**src/sv/led_fade_frame_buffer_core_defines.svh**
```systemverilog
// Assertion macros for the LED fade frame buffer.
// Uses the clock and reset port names of the including module.
`ifndef LED_FADE_FRAME_BUFFER_CORE_DEFINES_SVH
`define LED_FADE_FRAME_BUFFER_CORE_DEFINES_SVH

`ifndef SYNTHESIS

// same-cycle implication
`define LFB_ASSERT_NOW(label, ante, cons) \
   label: assert property (@(posedge clock) disable iff (reset) (ante) |-> (cons)) \
      else $error("lfb assertion failed");

// next-cycle implication
`define LFB_ASSERT_NEXT(label, ante, cons) \
   label: assert property (@(posedge clock) disable iff (reset) (ante) |=> (cons)) \
      else $error("lfb assertion failed");

`else

`define LFB_ASSERT_NOW(label, ante, cons)
`define LFB_ASSERT_NEXT(label, ante, cons)

`endif

`endif

```
**src/sv/lfb_pkg.sv**
```systemverilog
// Shared types, constants and channel arithmetic for the LED fade frame buffer.
// No dependencies.
package lfb_pkg;

   // strip geometry
   localparam int PIXEL_COUNT = 64;
   localparam int IDX_W       = 6;
   localparam int CHAN_W      = 8;
   localparam int PIX_W       = 3 * CHAN_W;
   localparam int STRENGTH_W  = 10;
   localparam int SCALE_W     = 9;

   localparam logic [SCALE_W-1:0] STRENGTH_MAX = 9'd256;
   localparam logic [CHAN_W-1:0]  CHANNEL_MAX  = 8'd255;
   localparam logic [CHAN_W-1:0]  FADE_RESET   = 8'd110;

   // command codes (carried on req_tuser)
   localparam logic CMD_ADD   = 1'b0;
   localparam logic CMD_FRAME = 1'b1;

   // register file
   localparam int CSR_ADDR_W = 3;
   localparam logic REG_FADE_FACTOR = 1'b0;

   // output queue
   localparam int OUT_DEPTH  = 4;
   localparam int OUT_PTR_W  = 2;
   localparam int OUT_CNT_W  = 3;

   // one result beat
   typedef struct packed {
      logic [IDX_W-1:0]  position;
      logic [CHAN_W-1:0] red;
      logic [CHAN_W-1:0] green;
      logic [CHAN_W-1:0] blue;
      logic              last;
   } lfb_beat_type;

   // output queue status back to the sequencer
   typedef struct packed {
      logic [OUT_CNT_W-1:0] count;
      logic                 empty;
   } lfb_fifo_status_type;

   // (strength * chan) >> 8, strength already clamped to 256
   function automatic logic [CHAN_W-1:0] scale_channel(input logic [SCALE_W-1:0] strength,
                                                       input logic [CHAN_W-1:0] chan);
      logic [SCALE_W+CHAN_W-1:0] prod;
      prod = strength * chan;
      return prod[CHAN_W+7:8];
   endfunction

   // add with saturation at 255
   function automatic logic [CHAN_W-1:0] add_sat(input logic [CHAN_W-1:0] a,
                                                 input logic [CHAN_W-1:0] b);
      logic [CHAN_W:0] sum;
      sum = {1'b0, a} + {1'b0, b};
      return sum[CHAN_W] ? CHANNEL_MAX : sum[CHAN_W-1:0];
   endfunction

   // (fade * v) >> 7, zero for v <= 1, saturated at 255
   function automatic logic [CHAN_W-1:0] decay_channel(input logic [CHAN_W-1:0] fade,
                                                       input logic [CHAN_W-1:0] v);
      logic [2*CHAN_W-1:0] prod;
      logic [CHAN_W:0]     shifted;
      prod    = fade * v;
      shifted = prod[2*CHAN_W-1:7];
      if (v <= 8'd1) begin
         return '0;
      end
      return shifted[CHAN_W] ? CHANNEL_MAX : shifted[CHAN_W-1:0];
   endfunction

endpackage

```
**src/sv/lfb_ram.sv**
```systemverilog
// Generic single-write, single-read RAM with registered read data.
// No dependencies.
module lfb_ram #(
   parameter int WIDTH  = 24,
   parameter int DEPTH  = 64,
   parameter int ADDR_W = $clog2(DEPTH)
) (
   input  logic              clock,
   input  logic              wr_en,
   input  logic [ADDR_W-1:0] wr_addr,
   input  logic [WIDTH-1:0]  wr_data,
   input  logic              rd_en,
   input  logic [ADDR_W-1:0] rd_addr,
   output logic [WIDTH-1:0]  rd_data
);

   logic [WIDTH-1:0] mem [DEPTH];

   // write port
   always_ff @(posedge clock) begin
      if (wr_en) begin
         mem[wr_addr] <= wr_data;
      end
   end

   // read port, old data on a same-address collision
   always_ff @(posedge clock) begin
      if (rd_en) begin
         rd_data <= mem[rd_addr];
      end
   end

endmodule

```
**src/sv/lfb_out_fifo.sv**
```systemverilog
// Small output queue for result beats, drives the rsp stream channel.
// Depends on lfb_pkg.
module lfb_out_fifo (
   input  logic                        clock,
   input  logic                        reset,
   input  logic                        push,
   input  lfb_pkg::lfb_beat_type       push_beat,
   output logic                        pop_valid,
   input  logic                        pop_ready,
   output lfb_pkg::lfb_beat_type       pop_beat,
   output lfb_pkg::lfb_fifo_status_type status
);
   import lfb_pkg::*;

   lfb_beat_type         slot_ff [OUT_DEPTH];
   logic [OUT_PTR_W-1:0] wr_ptr_ff, wr_ptr_in;
   logic [OUT_PTR_W-1:0] rd_ptr_ff, rd_ptr_in;
   logic [OUT_CNT_W-1:0] count_ff, count_in;
   logic                 pop;

   assign pop_valid = (count_ff != '0);
   assign pop_beat  = slot_ff[rd_ptr_ff];
   assign pop       = pop_valid && pop_ready;

   assign status.count = count_ff;
   assign status.empty = (count_ff == '0);

   // pointer and count update
   always_comb begin
      wr_ptr_in = push ? wr_ptr_ff + 1'b1 : wr_ptr_ff;
      rd_ptr_in = pop  ? rd_ptr_ff + 1'b1 : rd_ptr_ff;
      count_in  = count_ff;
      if (push && !pop) begin
         count_in = count_ff + 1'b1;
      end else if (pop && !push) begin
         count_in = count_ff - 1'b1;
      end
   end

   always_ff @(posedge clock) begin
      if (reset) begin
         wr_ptr_ff <= '0;
         rd_ptr_ff <= '0;
         count_ff  <= '0;
      end else begin
         wr_ptr_ff <= wr_ptr_in;
         rd_ptr_ff <= rd_ptr_in;
         count_ff  <= count_in;
      end
   end

   // payload slots
   always_ff @(posedge clock) begin
      if (push) begin
         slot_ff[wr_ptr_ff] <= push_beat;
      end
   end

endmodule

```
**src/sv/led_fade_frame_buffer_core.sv**
```systemverilog
// Top level of the LED fade frame buffer: command intake, frame walker, store.
// Depends on lfb_pkg, lfb_ram, lfb_out_fifo and led_fade_frame_buffer_core_defines.svh.
//
//  channel | direction | handshake               | content
//  req     | in        | tvalid/tready           | tuser cmd, tdata index/color/strength
//  rsp     | out       | tvalid/tready           | tdata position/r/g/b, tlast frame end
//  csr     | in/out    | psel/penable/pwrite     | fade_factor at byte address 0
//
// An add command is taken in a single input beat; back-to-back adds run at one per
// cycle through a read-modify-write on the pixel store with one-deep forwarding.
// A frame command holds the input off while the walker reads each pixel once and
// writes back its decayed value; a stalled rsp side slows the walk through the
// four-beat output queue. Reset clears a valid bit per pixel, so the store reads
// as black at once with no clearing pass.
`include "led_fade_frame_buffer_core_defines.svh"

module led_fade_frame_buffer_core (
   input  logic        clock,
   input  logic        reset,
   // command stream
   input  logic        req_tvalid,
   output logic        req_tready,
   input  logic [39:0] req_tdata,   // [5:0] pixel_index, [29:6] color, [39:30] strength
   input  logic [0:0]  req_tuser,   // [0] cmd
   // pixel stream
   output logic        rsp_tvalid,
   input  logic        rsp_tready,
   output logic [31:0] rsp_tdata,   // [5:0] pixel_position, [13:6] red_level,
                                    // [21:14] green_level, [29:22] blue_level, zero pad
   output logic        rsp_tlast,   // frame_end
   // register port
   input  logic                           csr_psel,
   input  logic                           csr_penable,
   input  logic                           csr_pwrite,
   input  logic [lfb_pkg::CSR_ADDR_W-1:0] csr_paddr,
   input  logic [31:0]                    csr_pwdata,
   output logic [31:0]                    csr_prdata,
   output logic                           csr_pready
);
   import lfb_pkg::*;

   typedef enum logic [1:0] {
      ST_IDLE = 2'b01,
      ST_WALK = 2'b10
   } lfb_state_type;

   localparam logic [IDX_W-1:0] LAST_IDX = IDX_W'(PIXEL_COUNT - 1);

   // input fields
   logic                  req_cmd;
   logic [IDX_W-1:0]      req_index;
   logic [PIX_W-1:0]      req_color;
   logic [STRENGTH_W-1:0] req_strength;
   logic [SCALE_W-1:0]    strength_clamped;
   logic                  req_accept;
   logic                  index_ok;

   assign req_cmd      = req_tuser[0];
   assign req_index    = req_tdata[IDX_W-1:0];
   assign req_color    = req_tdata[IDX_W+PIX_W-1:IDX_W];
   assign req_strength = req_tdata[IDX_W+PIX_W+STRENGTH_W-1:IDX_W+PIX_W];

   // registers
   lfb_state_type         state_ff, state_in;
   logic [IDX_W-1:0]      walk_cnt_ff, walk_cnt_in;
   logic [CHAN_W-1:0]     fade_ff, fade_in;
   logic [PIXEL_COUNT-1:0] valid_ff, valid_in;
   logic                  rd_vld_ff;
   logic                  s1_add_ff, s1_add_in;
   logic                  s1_pix_ff, s1_pix_in;
   logic                  s1_last_ff, s1_last_in;
   logic [IDX_W-1:0]      s1_addr_ff, s1_addr_in;
   logic [PIX_W-1:0]      s1_scaled_ff, s1_scaled_in;
   logic                  wb_vld_ff;
   logic [IDX_W-1:0]      wb_addr_ff;
   logic [PIX_W-1:0]      wb_data_ff;

   // store access
   logic                  rd_en;
   logic [IDX_W-1:0]      rd_addr;
   logic [PIX_W-1:0]      rd_data;
   logic                  wr_en;
   logic [PIX_W-1:0]      wr_data;
   logic [PIX_W-1:0]      cur_pix;

   // output queue
   lfb_beat_type          push_beat;
   lfb_beat_type          pop_beat;
   lfb_fifo_status_type   fifo_status;
   logic [OUT_CNT_W:0]    committed;
   logic                  credit;

   // ---------------- register port ----------------
   logic csr_write;
   assign csr_pready = 1'b1;
   assign csr_write  = csr_psel && csr_penable && csr_pwrite && csr_pready;
   assign fade_in    = (csr_write && csr_paddr[CSR_ADDR_W-1] == REG_FADE_FACTOR)
                       ? csr_pwdata[CHAN_W-1:0] : fade_ff;
   assign csr_prdata = (csr_paddr[CSR_ADDR_W-1] == REG_FADE_FACTOR)
                       ? {{(32-CHAN_W){1'b0}}, fade_ff} : '0;

   // ---------------- intake and walker ----------------
   assign req_tready       = (state_ff == ST_IDLE);
   assign req_accept       = req_tvalid && req_tready;
   assign index_ok         = ({1'b0, req_index} < (IDX_W+1)'(PIXEL_COUNT));
   assign strength_clamped = (req_strength > STRENGTH_W'(STRENGTH_MAX))
                             ? STRENGTH_MAX : req_strength[SCALE_W-1:0];

   // beats in the queue plus one in flight must leave room
   assign committed = {1'b0, fifo_status.count} + {{OUT_CNT_W{1'b0}}, s1_pix_ff};
   assign credit    = (committed < (OUT_CNT_W+1)'(OUT_DEPTH));

   always_comb begin
      state_in     = state_ff;
      walk_cnt_in  = walk_cnt_ff;
      rd_en        = 1'b0;
      rd_addr      = req_index;
      s1_add_in    = 1'b0;
      s1_pix_in    = 1'b0;
      s1_last_in   = 1'b0;
      s1_addr_in   = req_index;
      s1_scaled_in = {scale_channel(strength_clamped, req_color[23:16]),
                      scale_channel(strength_clamped, req_color[15:8]),
                      scale_channel(strength_clamped, req_color[7:0])};
      case (state_ff)
         ST_IDLE: begin
            if (req_accept) begin
               if (req_cmd == CMD_FRAME) begin
                  state_in    = ST_WALK;
                  walk_cnt_in = '0;
               end else begin
                  rd_en     = index_ok;
                  s1_add_in = index_ok;
               end
            end
         end
         ST_WALK: begin
            rd_addr    = walk_cnt_ff;
            s1_addr_in = walk_cnt_ff;
            if (credit) begin
               rd_en       = 1'b1;
               s1_pix_in   = 1'b1;
               s1_last_in  = (walk_cnt_ff == LAST_IDX);
               walk_cnt_in = walk_cnt_ff + 1'b1;
               if (walk_cnt_ff == LAST_IDX) begin
                  state_in = ST_IDLE;
               end
            end
         end
         default: begin
            state_in = ST_IDLE;
         end
      endcase
   end

   // ---------------- modify and write back ----------------
   // forward the previous cycle's write; unwritten pixels read as black
   always_comb begin
      if (wb_vld_ff && wb_addr_ff == s1_addr_ff) begin
         cur_pix = wb_data_ff;
      end else if (rd_vld_ff) begin
         cur_pix = rd_data;
      end else begin
         cur_pix = '0;
      end
   end

   always_comb begin
      wr_en = s1_add_ff || s1_pix_ff;
      if (s1_pix_ff) begin
         wr_data = {decay_channel(fade_ff, cur_pix[23:16]),
                    decay_channel(fade_ff, cur_pix[15:8]),
                    decay_channel(fade_ff, cur_pix[7:0])};
      end else begin
         wr_data = {add_sat(cur_pix[23:16], s1_scaled_ff[23:16]),
                    add_sat(cur_pix[15:8],  s1_scaled_ff[15:8]),
                    add_sat(cur_pix[7:0],   s1_scaled_ff[7:0])};
      end
      valid_in = valid_ff;
      if (wr_en) begin
         valid_in[s1_addr_ff] = 1'b1;
      end
   end

   assign push_beat.position = s1_addr_ff;
   assign push_beat.green    = cur_pix[23:16];
   assign push_beat.red      = cur_pix[15:8];
   assign push_beat.blue     = cur_pix[7:0];
   assign push_beat.last     = s1_last_ff;

   // control registers
   always_ff @(posedge clock) begin
      if (reset) begin
         state_ff    <= ST_IDLE;
         walk_cnt_ff <= '0;
         fade_ff     <= FADE_RESET;
         valid_ff    <= '0;
         s1_add_ff   <= 1'b0;
         s1_pix_ff   <= 1'b0;
         wb_vld_ff   <= 1'b0;
      end else begin
         state_ff    <= state_in;
         walk_cnt_ff <= walk_cnt_in;
         fade_ff     <= fade_in;
         valid_ff    <= valid_in;
         s1_add_ff   <= s1_add_in;
         s1_pix_ff   <= s1_pix_in;
         wb_vld_ff   <= wr_en;
      end
   end

   // payload registers
   always_ff @(posedge clock) begin
      s1_last_ff   <= s1_last_in;
      s1_addr_ff   <= s1_addr_in;
      s1_scaled_ff <= s1_scaled_in;
      wb_addr_ff   <= s1_addr_ff;
      wb_data_ff   <= wr_data;
      if (rd_en) begin
         rd_vld_ff <= valid_ff[rd_addr];
      end
   end

   // ---------------- pixel store ----------------
   lfb_ram #(
      .WIDTH (PIX_W),
      .DEPTH (PIXEL_COUNT)
   ) u_store (
      .clock   (clock),
      .wr_en   (wr_en),
      .wr_addr (s1_addr_ff),
      .wr_data (wr_data),
      .rd_en   (rd_en),
      .rd_addr (rd_addr),
      .rd_data (rd_data)
   );

   // ---------------- output queue ----------------
   lfb_out_fifo u_out (
      .clock     (clock),
      .reset     (reset),
      .push      (s1_pix_ff),
      .push_beat (push_beat),
      .pop_valid (rsp_tvalid),
      .pop_ready (rsp_tready),
      .pop_beat  (pop_beat),
      .status    (fifo_status)
   );

   assign rsp_tdata = {2'b00, pop_beat.blue, pop_beat.green, pop_beat.red, pop_beat.position};
   assign rsp_tlast = pop_beat.last;

   // ---------------- checks ----------------
   `LFB_ASSERT_NOW(a_queue_room, s1_pix_ff, fifo_status.count < OUT_CNT_W'(OUT_DEPTH))
   `LFB_ASSERT_NOW(a_one_kind, s1_add_ff, !s1_pix_ff)
   `LFB_ASSERT_NOW(a_last_ends_walk, s1_pix_ff && s1_last_ff, state_ff == ST_IDLE)
   `LFB_ASSERT_NEXT(a_walk_writes, s1_pix_ff, wb_vld_ff && wb_addr_ff == $past(s1_addr_ff))

endmodule

```
**config.mk**
```make
export PLATFORM = sky130hd
export DESIGN_NAME = led_fade_frame_buffer_core
export DESIGN_NICKNAME = d
export VERILOG_FILES = /design/src/sv/lfb_pkg.sv /design/src/sv/lfb_ram.sv /design/src/sv/lfb_out_fifo.sv /design/src/sv/led_fade_frame_buffer_core.sv
export VERILOG_INCLUDE_DIRS = /design/src /design/src/sv
export SDC_FILE = /design/constraint.sdc
export NUM_CORES = 2
export LEC_CHECK = 0
export BUFFER_PORTS_ARGS = -buffer_cell sky130_fd_sc_hd__buf_2
export CAP_MARGIN = 25
export CORE_MARGIN = 2
export CORE_UTILIZATION = 45
export DETAILED_ROUTE_END_ITERATION = 6
export PLACE_DENSITY = 0.65
export SLEW_MARGIN = 20
export SYNTH_ARGS = -nofsm -noshare
export SYNTH_HDL_FRONTEND = slang
export SYNTH_HIERARCHICAL = 1
export SYNTH_SLANG_ARGS = --single-unit
```
**constraint.sdc**
```tcl
create_clock -name clock -period 12 [get_ports clock]
set_input_delay 1.2 -clock clock [delete_from_list [all_inputs] [get_ports clock]]
set_output_delay 1.2 -clock clock [all_outputs]
set_load 0.01 [all_outputs]
```
# After elaboration in Yosys (flattened, before gate mapping)
# Memory sizes are Yosys's and may differ from the RTL's. A register that Yosys moved wholly into a read port is not among the register bits.
# Cells that the tools add are included.
# W data, S select, Z words.
dict set report classes {
  bitwise_logic 4
  n_mul 6
  n_reduce_logical 20
  addsub 9
  muxes 49
  order_cmp 8
  eq_ne 8
}
# operator n
set op_table {}
lappend op_table {{$mux W8} 13}
lappend op_table {{$mux W24} 3}
lappend op_table {{$or A64 B64 Y64} 1}
lappend op_table {{$mul A8 B8 Y16} 3}
lappend op_table {{$mul A9 B8 Y16} 3}
lappend op_table {{$add A8 B8 Y9} 3}
lappend op_table {{$le A8 B1 Y1 const B} 3}
lappend op_table {{$mux W6} 4}
lappend op_table {{$mux W1} 15}
lappend op_table {{$lt A6 B7 Y1 const B} 2}
lappend op_table {{$mux W2} 6}
lappend op_table {{$pmux W6 S2} 1}
lappend op_table {{$gt A10 B9 Y1 const B} 1}
lappend op_table {{$logic_and A1 B1 Y1} 9}
lappend op_table {{$mux W9} 1}
lappend op_table {{$reduce_and A4 Y1} 2}
lappend op_table {{$add A6 B1 Y6 const B} 1}
lappend op_table {{$bmux W1 S6} 1}
lappend op_table {{$demux W1 S6} 1}
lappend op_table {{$eq A6 B6 Y1} 1}
lappend op_table {{$eq A6 B6 Y1 const B} 1}
lappend op_table {{$ge A6 B1 Y1 const B} 1}
lappend op_table {{$mux W3} 2}
lappend op_table {{$add A2 B1 Y2 const B} 2}
lappend op_table {{other kinds (17)} 24}
dict set report word_totals {
  ramBits 1660
  memories 2
  output_inout_bits 68
  regBits 152
}
# name depth word_bits read_ports rd_ports_with_merged_regs wr line_no
set memory_table {}
lappend memory_table {u_store.mem 64 24 1 1 1 lfb_ram.sv:17} ;# logic [WIDTH-1:0] mem [DEPTH];
lappend memory_table {u_out.slot_ff 4 31 1 1 1 lfb_out_fifo.sv:15} ;# lfb_beat_type slot_ff [OUT_DEPTH];

# Logic depth before layout (Yosys ltp)
dict set report logic_depth {
  word_depth 8
  depth_mapped 27
  depth_no_buf 24
}

# Cells and area by module
# Netlist, hierarchy kept.
# mod cells_per_inst area_each_um2 n_inst seq_area_each_um2
set modules_own_cells {}
lappend modules_own_cells {lfb_ram 2610 59535.8 1 46844.9}
lappend modules_own_cells {led_fade_frame_buffer_core 2175 18625.4 1 2912.8}
lappend modules_own_cells {lfb_out_fifo 205 4914.7 1 3903.7}

# Worst setup path before layout
# Ideal clock, no wire load.
dict set report synth_path {
  path_type {reg-to-reg}
  from {register s1_addr_ff[1]}
  to {memory u_store.mem[0][0], data pin}
  slack_ns 1.829
  period_less_slack_ns 10.171
  t_required_ns 10.981
  stages_incl_launch_ff 19
  path_buffers 2
  setup_ns 1.019
  arrival_ns 9.152
  path_cell_list {dfxtp_1 xor2_1 or3_4 nor2_1 clkbuf_1 buf_1 nand2_1 nand2_1 nand2_1 fa_1 fa_1 inv_1 fa_1 inv_1 fa_1 inv_1 ha_1 and2_1 o311ai_0}
}
dict set report synth_between {
  elab_chain_len 8
  word_cells_on_any_way 12
  cone_classes {1 x add/sub; 1 x mul; 1 x order compare; 1 x eq/ne; 7 x mux; 1 x reduce/logical}
}
# element line_no
set synth_rtl {}
lappend synth_rtl {{start: declaration} led_fade_frame_buffer_core.sv:72} ;# logic [IDX_W-1:0] s1_addr_ff, s1_addr_in;
lappend synth_rtl {{start signal: assignment} led_fade_frame_buffer_core.sv:215} ;# s1_addr_ff <= s1_addr_in;
lappend synth_rtl {{$eq A6 B6 Y1 (*)} led_fade_frame_buffer_core.sv:159} ;# if (wb_vld_ff && wb_addr_ff == s1_addr_ff) begin
lappend synth_rtl {{$logic_and A1 B1 Y1 (*)} led_fade_frame_buffer_core.sv:159}
lappend synth_rtl {{$mux W24 (*)} led_fade_frame_buffer_core.sv:159}
lappend synth_rtl {{via cur_pix[6]} led_fade_frame_buffer_core.sv:84} ;# logic [PIX_W-1:0] cur_pix;
lappend synth_rtl {{branches (longest 4 deep; another with $mul A8 B8 Y16)} -}
lappend synth_rtl {{$mux W24 (*)} led_fade_frame_buffer_core.sv:170} ;# if (s1_pix_ff) begin
lappend synth_rtl {{via wr_data[0]} led_fade_frame_buffer_core.sv:83} ;# logic [PIX_W-1:0] wr_data;
lappend synth_rtl {{end: declaration} lfb_ram.sv:17}
# Mark *: on every way through the listed nets, which the timed path passes. The select of a mux whose other input is x is not followed.

# Worst setup path in the final report
dict set report layout_path {
  from {register s1_addr_ff[2]}
  to {memory u_store.mem[9][19], data pin}
}
# Same word-level chain as after synthesis.

==> metrics.cfg <==
[worst_setup_path]
reg2reg_slack_ns=2.70
r2r.worst_path.cells=23
end_kind=register
critPathLaunchType=register
cp_data_arrival_time_ns=9.85
required_ns=12.55
timing.rr.end=u_store/mem[9][19]$_DFFE_PP_
reg2reg_from=s1_addr_ff[2]$_DFF_P_
path_class=reg -> reg
cp_max_fo=40

[floorplan]
dieArea_mm2=0.188
die_width_um=434
start_util=0.453
dieHeight_um=434
rows=157
io_pins=151
core-area_mm2=0.183

[global_route]
grt_max_degree=120
track_usage=0.213
grt_remaining_overflow=0
gr-usage-met2=0.336
busiest_layer=met2
grt_pass1_wl_um=296000
grt.met3_usage=0.0367
grt.met1_usage=0.306
antenna_found_initial=5
grt_pass1_vias=45200

[hold_path]
hold_path_class=reg -> reg
holdPathEnd=valid_ff[39]$_SDFFE_PP0P_
hold_path_depth=2
hold_path_startpoint=valid_ff[39]$_SDFFE_PP0P_

[timing]
fmax_mhz=108
skew_ns=0.0530
finalHoldViolCount=0
setup_violations=0
fin_crit_sh=0.775
tightestPinTransition_ns=1.10
period_needed_ns=9.30
timing.hold.ws_ns=0.467
final_max_slew_viol_count=0
tns_ns=0
max-slew-margin-rel=0.267
rsz0062_at_grt=no

[layout]
drive_gt1_frac=0.200
fill_cells=14900
final_cell_mix=edfxtp_1 (1685), mux4_2 (388), inv_1 (301)
final_common_cell=edfxtp_1
utilization=0.507
final_nets=5715
synthToLayoutAreaGrowth_pct=11.9
fin_cells=7790

[clock_tree]
root_buffer=clkbuf_16
cts_num_sinks=1838
htree_levels=4
clkTransAtPathRegs_ns=0.06
cts_tree=built
worstSkewPairLatency_ns=0.83
numCtsBuffers=181
clockBufferDepth=3
cts_resized=0
ctsHoldBuffers=0
post_cts_buffers=0

[logic_synthesis]
syn_area_per_cell_um2=16.7
yosysWarnings=6
syn_area_mm2=0.0831
syn_inst=4989

[pwr]
netSwitchingPower_mw=6.71
power_density_mw_per_mm2=221
finalPower_mw=20.5
ir_drop_uv=424
p_int_mw=13.8
p_seq_frac=0.444
p_leak_nw=32.7
clkPwrFrac=0.267
p_sw_frac=0.327
p_comb_frac=0.290

[route]
initialDrtViolationCount=4841
ant_nets=0
drt_pre_antenna_iters=6
post_drt_wl_per_cell_um=25.4
drc=0
routed_wl_um=198000
routed-via-count=45100
vias_per_cell=5.80

[placed_design]
place_hpwl_um=119000
gp_congestion=0.926
post-place-cells=7454
port_buffers=97

[status]
outcome=complete, no violations

[job]
max-cap-violations=0

power groups by stage:
stage          clock (mW)  sequential [mW]  combinational, mW
4_1_cts              5.57             9.10               5.98
5_1_grt              5.82             9.12               6.55
2_1_floorplan           0             9.39               3.41
6_report             5.47             9.10               5.94
3_5_place_dp            0             9.24               5.95
3_3_place_gp            0             9.23               5.76
state kept, by name (all words and copies together) (netlist names), 3 cells and up, named ones only:
signal and cells:
u_out/slot_ff 124, s1_addr_ff 6, u_store/mem 1536, wb_data_ff 24, valid_ff 64, s1_scaled_ff 24
u_store/rd_data 24, wb_addr_ff 6, fade_ff 8, u_out/count_ff 3, walk_cnt_ff 6
final cells by class:
class	instances	area, µm²	share of cell area
antenna	3	7.51	0.0000807
clock buffer	241	4970	0.0535
clock inverter	89	781	0.00840
inverter	306	1170	0.0126
multi-input combinational	2609	27600	0.297
sequential	1838	53700	0.577
tap	2464	3080	0.0332
timing repair buffer	240	1670	0.0180
routing by layer:
metal | part of all wire | vias up
li1 | - | 19400
met1 | 0.42 | 23600
met2 | 0.47 | 1841
met3 | 0.080 | 290
met4 | 0.027 | 0
met5 | 0 | -
worst max path at each step:
stage | start | end | slack [ns]
2_1_floorplan | s1_addr_ff[1]$_DFF_P_ | u_store/mem[0][0]$_DFFE_PP_ | 1.83
3_3_place_gp | s1_addr_ff[2]$_DFF_P_ | u_store/mem[8][21]$_DFFE_PP_ | 2.91
3_5_place_dp | s1_addr_ff[2]$_DFF_P_ | u_store/mem[9][21]$_DFFE_PP_ | 2.75
4_1_cts | s1_addr_ff[2]$_DFF_P_ | u_store/mem[33][21]$_DFFE_PP_ | 2.70
5_1_grt | s1_addr_ff[2]$_DFF_P_ | u_store/mem[40][19]$_DFFE_PP_ | 2.01
6_report | s1_addr_ff[2]$_DFF_P_ | u_store/mem[9][19]$_DFFE_PP_ | 2.70
worst max-delay path, stage by stage (launching register included):
cell	delay, ns
dfxtp_1	0.92
xor2_1	0.18
nor3_1	0.39
nand2_1	0.61
nand3_1	0.27
nand2_1	0.44
and2_1	0.37
fa_1	0.51
fa_1	0.53
fa_1	0.55
inv_1	0.06
fa_1	0.54
inv_1	0.05
ha_1	0.34
a21o_1	0.19
a21o_1	0.17
a21oi_1	0.13
inv_1	0.08
o41ai_1	0.58
mux2i_1	0.24
nor2_1	0.32
a21oi_1	0.14
o22ai_4	0.80
buf_4	0.57
per-stage QoR:
step	cell area (µm²)	worst slack, ns
final	93000	2.70
after detailed placement	87100	2.75
after global routing	93000	2.01
after floorplan	83200	1.83
after CTS	92900	2.70
after global placement	87100	2.91
Power figures use the tool's default switching activity.
